===== config.mk =====
export PLATFORM = sky130hd
export DESIGN_NAME = ccnt_ram
export DESIGN_NICKNAME = d
export VERILOG_FILES = /design/src/rtl/core/ccnt_ram.sv
export SDC_FILE = /design/constraint.sdc
export NUM_CORES = 2
export LEC_CHECK = 0
export BUFFER_PORTS_ARGS = -buffer_cell sky130_fd_sc_hd__buf_2
export CORE_UTILIZATION = 67
export CTS_CLUSTER_SIZE = 14
export DETAILED_ROUTE_END_ITERATION = 10
export GPL_TIMING_DRIVEN = 1
export MAX_ROUTING_LAYER = met4
export PLACE_DENSITY = 0.9
export SETUP_SLACK_MARGIN = 0.1
export SYNTH_ARGS = -nofsm -noshare
export SYNTH_HDL_FRONTEND = slang
export SYNTH_SLANG_ARGS = --single-unit
export TNS_END_PERCENT = 30

===== constraint.sdc =====
create_clock -name clk -period 8.4 [get_ports clk]
set_input_delay 1.68 -clock clk [delete_from_list [all_inputs] [get_ports clk]]
set_output_delay 1.68 -clock clk [all_outputs]
set_load 0.05 [all_outputs]

===== src/rtl/core/ccnt_ram.sv =====
module ccnt_ram #(
    parameter int WIDTH = 32,
    parameter int DEPTH = 64
) (
    input  logic                     clk,
    input  logic                     we,
    input  logic [$clog2(DEPTH)-1:0] waddr,
    input  logic [WIDTH-1:0]         wdata,
    input  logic [$clog2(DEPTH)-1:0] raddr,
    output logic [WIDTH-1:0]         rdata
);

    logic [WIDTH-1:0] mem [DEPTH];

    always_ff @(posedge clk)
    begin
        if (we)
        begin
            mem[waddr] <= wdata;
        end
        rdata <= mem[raddr];
    end

endmodule


* Word level (Yosys, flattened, before mapping)
Memory sizes are Yosys's and may differ from the RTL's. A register that Yosys moved wholly into a read port is not among the register bits.
Cells that the tools add are included.
** Cells by class
- Multiplexer cells :: 2
** Operators by type and width (count)
- $mux 1 :: 2
** Storage, ports and cells
- Register bits after elaboration :: 0
- RAM bits :: 2048
- Output and inout port bits :: 32
- Word-level logic and storage cells :: 3
- Memories kept :: 1
** Memories
- mem :: depth 64, bits a word 32, rd ports 1, clocked after memory_dff 1, write ports 1, RTL line 13 : logic [WIDTH-1:0] mem [DEPTH];

* Logic depth before layout (Yosys ltp)
- Word-level depth :: 2
- Mapped depth :: 10
- Mapped depth without buffers :: 5

* Least setup slack after synthesis
Ideal clock, no wire load.
- Path kind :: input port to flip-flop
- Start point :: input waddr[3]
- End point :: memory mem[48][0], enable pin
- Data arrival time :: 4.379 ns
- Required time :: 7.939 ns
- Setup slack :: 3.560 ns
- Stages on the path :: 4
- Buffers on the path :: 1
- Cell sequence :: clkbuf_1 nor2b_1 nand4b_1 nor3_1
** RTL lines
- from (decl) :: RTL line 7 : input logic [$clog2(DEPTH)-1:0] waddr,
- to (decl) :: RTL line 13
Straight into the memory's write port.

==> results_tabular.tex <==
\begin{tabular}{lr}
\hline
Metric & Value \\
\hline
\multicolumn{2}{l}{\textbf{Outcome}} \\
\quad Result of the run & complete, but fails checks \\
\quad Failing checks & max-capacitance violations, max-slew violations \\
\multicolumn{2}{l}{\textbf{Timing}} \\
\quad Final period util & 56.1\% \\
\quad Normalized max-slew margin & -0.171\% \\
\quad RSZ-0062 raised after global routing & false \\
\quad Slew Limit Fails & 81 \\
\quad Final-layout setup total negative slack & 0 ns \\
\quad Final hold slack & 0.915 ns \\
\quad Clk\_skew & approximately 0.033 ns \\
\quad Shortest period the worst path allows & between 4 and 5 ns \\
\quad Max Clock Freq & 0.212 GHz \\
\quad Endpoints failing hold & 0 \\
\quad Slew of the pin with the lowest slew margin & 1.50 ns \\
\quad Final number of setup-violating endpoints & 0 \\
\multicolumn{2}{l}{\textbf{Drt}} \\
\quad Via Count & 42.6k \\
\quad Routed length per placed instance & roughly 49 um \\
\quad Aggregate routed wire length & approximately 260000 um \\
\quad Number of DRC violations after detailed-routing iteration 0 & roughly 10k \\
\quad Per-cell via count in the routed design & roughly 8.2 \\
\quad Remaining DRCs & 0 \\
\quad Count of antenna-violating nets left after detailed routing & 0 \\
\quad DRT Pass-1 Iters & 9 \\
\multicolumn{2}{l}{\textbf{Placed design}} \\
\quad Final GP Congestion & around 0.88 \\
\quad Placed standard-cell area & between 80000 and 90000 um2 \\
\quad Placed wire-length estimate & 125000 um \\
\quad Port Buffers & just under 80 \\
\multicolumn{2}{l}{\textbf{Worst setup path}} \\
\quad Slowest CP cell & o22ai\_1 \\
\quad Number of cells on the worst reg-to-reg path & 4 \\
\quad Kind of critical path & in -> reg \\
\quad Worst-case register-to-register setup slack & 5.62 ns \\
\quad Launching point of the worst reg2reg path & mem[39][23] \\
\quad Crit path launch type & input port \\
\quad Cell-by-cell listing of the critical path & buf\_8, buf\_4, mux4\_2, mux4\_2, o22ai\_1, nor2\_1 \\
\quad Data required time of the worst path & 9.07 ns \\
\quad Critical Path End Type & flip-flop \\
\quad Crit Path Max Fanout & 65 \\
\quad Capturing point of the worst reg2reg path & rdata[23] \\
\quad Data arrival time at the worst-slack endpoint & around 5.4 ns \\
\quad Slowest Stage Delay on Critical Path & around 0.84 ns \\
\quad Most prevalent standard cell on the critical path & mux4\_2 \\
\multicolumn{2}{l}{\textbf{Clock network}} \\
\quad Post-CTS sizing & 0 \\
\quad \# clock sinks & roughly 2.1k \\
\quad Hold buffer count at CTS & 0 \\
\quad CTS buffer count & between 150 and 200 \\
\quad \# H-tree levels & 4 \\
\quad CTS tree & yes \\
\quad Post-CTS Setup Repair Bufs & 0 \\
\quad Library cell used as clock root buffer & clkbuf\_16 \\
\quad Register clock-pin slew on the reported worst setup and hold paths & around 0.070 ns \\
\quad CTS Buffer Depth & 3 \\
\quad Clock Latency Late Sink & 0.85 ns \\
\multicolumn{2}{l}{\textbf{Synth}} \\
\quad Share of flip-flops with an asynchronous set or reset after synthesis & 0\% \\
\quad Commonest register cell after synthesis & edfxtp\_1 \\
\quad Syn Inst Count & approximately 3.3k \\
\quad Count of distinct cell types in the synthesized netlist & 34 \\
\quad Mean instance size in the synthesized netlist & roughly 24 um2 \\
\quad Post-synthesis net count & $\sim$3.4k \\
\quad Register area share after synthesis & 79.1\% \\
\quad Number of synthesized register bits & roughly 2.1k \\
\quad EDFF count, synth & a little over 2k \\
\quad Combined area of all synthesized cells & 78500 um2 \\
\quad Number of warnings printed during yosys synthesis & 0 \\
\multicolumn{2}{l}{\textbf{Floorplan}} \\
\quad IO Count & 78 \\
\quad Die Width & around 340 um \\
\quad Height of the die & about 340 um \\
\quad Site row count & $\sim$130 \\
\quad Die Outline Area & 119000 um2 \\
\quad Initial Utilization & approximately two thirds \\
\quad Core box area & between 100000 and 150000 um2 \\
\multicolumn{2}{l}{\textbf{Pwr}} \\
\quad Switching share of total power & a little under a quarter \\
\quad Reported leakage power & $\sim$27 nW \\
\quad Part of the power in combinational logic & 5.7\% \\
\quad Switching pwr & 4.93 mW \\
\quad Cell Int Power & approximately 16 mW \\
\quad Sequential share of power & between 50 and 60\% \\
\quad Part of the total power dissipated in the clock network & 40.0\% \\
\quad Pwr/cell area & about 240 nW/um2 \\
\quad Worst voltage drop across the vdd grid & roughly 0.25 mV \\
\multicolumn{2}{l}{\textbf{Worst hold path}} \\
\quad Number of instances on the worst hold path & 4 \\
\quad Worst Hold End & rdata[4] \\
\quad Min-delay src & mem[13][4] \\
\quad Type of the tightest min-delay check & reg -> reg \\
\multicolumn{2}{l}{\textbf{Global routing}} \\
\quad Maximum number of pins on one net before global-route repair & $\sim$130 \\
\quad Via count of the first global-routing pass & about 42k \\
\quad Antenna violations before repair & 29 \\
\quad First-pass GRT wire length & between 300000 and 400000 um \\
\quad Final global-route overflow total & 0 \\
\quad Gr usage total & between 40 and 50\% \\
\multicolumn{2}{l}{\textbf{Cells and area}} \\
\quad Most common cell after layout, fill and taps aside & edfxtp\_1 \\
\quad Post-route standard cell area excluding fillers & between 80000 and 90000 um2 \\
\quad Area delta synth->final & 11.1\% \\
\quad Fin nets & about 3.6k \\
\quad Most frequent cells in the layout & edfxtp\_1 (2048), mux4\_2 (544), clkbuf\_16 (187) \\
\quad Share of layout cells above drive strength 1 & $\sim$29\% \\
\multicolumn{2}{l}{\textbf{Run}} \\
\quad Max capacitance violation total & 1 \\
\hline
\end{tabular}
[through the flow]
step           util, %  setup slack (ns)  power (mW)  std cells
2_1_floorplan        -              3.56        12.4       3324
3_3_place_gp      70.0              3.41        12.8       4844
3_5_place_dp      70.0              3.27        12.9       4844
4_1_cts           75.0              4.08        21.2       5189
5_1_grt           75.0              3.68        21.6       5216
6_report          75.0              3.69        21.3       5221
[worst max-delay path by stage]
stage / from / to / slack (ns) / cells past startpoint
2_1_floorplan: waddr[3] / mem[48][0] / 3.56 / 4
3_3_place_gp: raddr[1] / rdata[26] / 3.41 / 7
3_5_place_dp: raddr[1] / rdata[26] / 3.27 / 7
4_1_cts: raddr[1] / rdata[26] / 4.08 / 7
5_1_grt: raddr[0] / rdata[23] / 3.68 / 6
6_report: raddr[0] / rdata[23] / 3.69 / 6
[layer usage]
layer | global-route usage [%] | vias up | share of wire, % | wire length, um
met2 | 67.6 | 5553 | 46 | 119000
met3 | 15.2 | 1460 | 17 | 42400
met1 | 53.3 | 21000 | 28 | 70200
met4 | 31.6 | 0 | 9.4 | 23900
li1 | - | 14600 | - | -
met5 | - | - | 0 | 0
[critical path: cells and delay by family]
| kind | cells | cell delay [ns] |
|---|---|---|
| AND/OR/NAND/NOR | 1 | 0.20 |
| buffers and inverters | 2 | 1.38 |
| AO/OA/AOI/OAI | 1 | 0.84 |
| multiplexers | 2 | 1.15 |
[flip-flops by register name (all words and copies together), names as in the netlist]
name,cells
mem,2048
rdata,32
[cells in the mapped netlist (2+ instances only)]
master,number,area [um2]
or3_1,3,18.8
and3_1,4,25.0
nor2_1,137,514
edfxtp_1,2048,61500
nor2b_1,15,93.8
nand3b_1,5,37.5
dfxtp_1,32,641
a21oi_1,62,310
mux4_2,544,12300
buf_4,25,188
a41o_1,4,40.0
nand2b_1,8,50.1
buf_6,5,56.3
nand3_1,5,25.0
a311oi_1,8,70.1
mux2i_1,93,931
buf_2,57,285
nand4_1,2,12.5
or3b_2,3,26.3
o22ai_1,84,526
nand2_1,26,97.6
or3b_1,2,17.5
and2_1,2,12.5
nor3_1,7,35.0
o221ai_1,27,236
clkbuf_1,74,278
o32ai_1,4,35.0
a22oi_1,12,90.1
buf_1,21,78.8
[cell families after synthesis]
logic type      count (synthesis)  synth area share [%]
simple gates                  223                  1.27
flops                        2080                  79.1
mux                           637                  16.8
compound gates                202                  1.67
buf+inv                       182                  1.13
[area by class of cell]
class                           count  area (um2)
Clock inverter                     86         688
Antenna cell                       32        80.1
Clock buffer                      259        5140
Sequential cell                  2080       62100
Multi-Input combinational cell   1062       16000
Tap cell                         1524        1910
Fill cell                        5297       29000
Timing Repair Buffer              178        1280
[power groups by stage]
stage	sequential (mW)	clock [mW]	combinational, mW
after global placement	11.8	0	1.04
after global routing	11.6	8.83	1.21
after floorplan	11.8	0	0.559
after detailed placement	11.8	0	1.11
after CTS	11.6	8.46	1.16
final	11.6	8.53	1.22
Note: power is estimated with default switching activity, not from simulation.
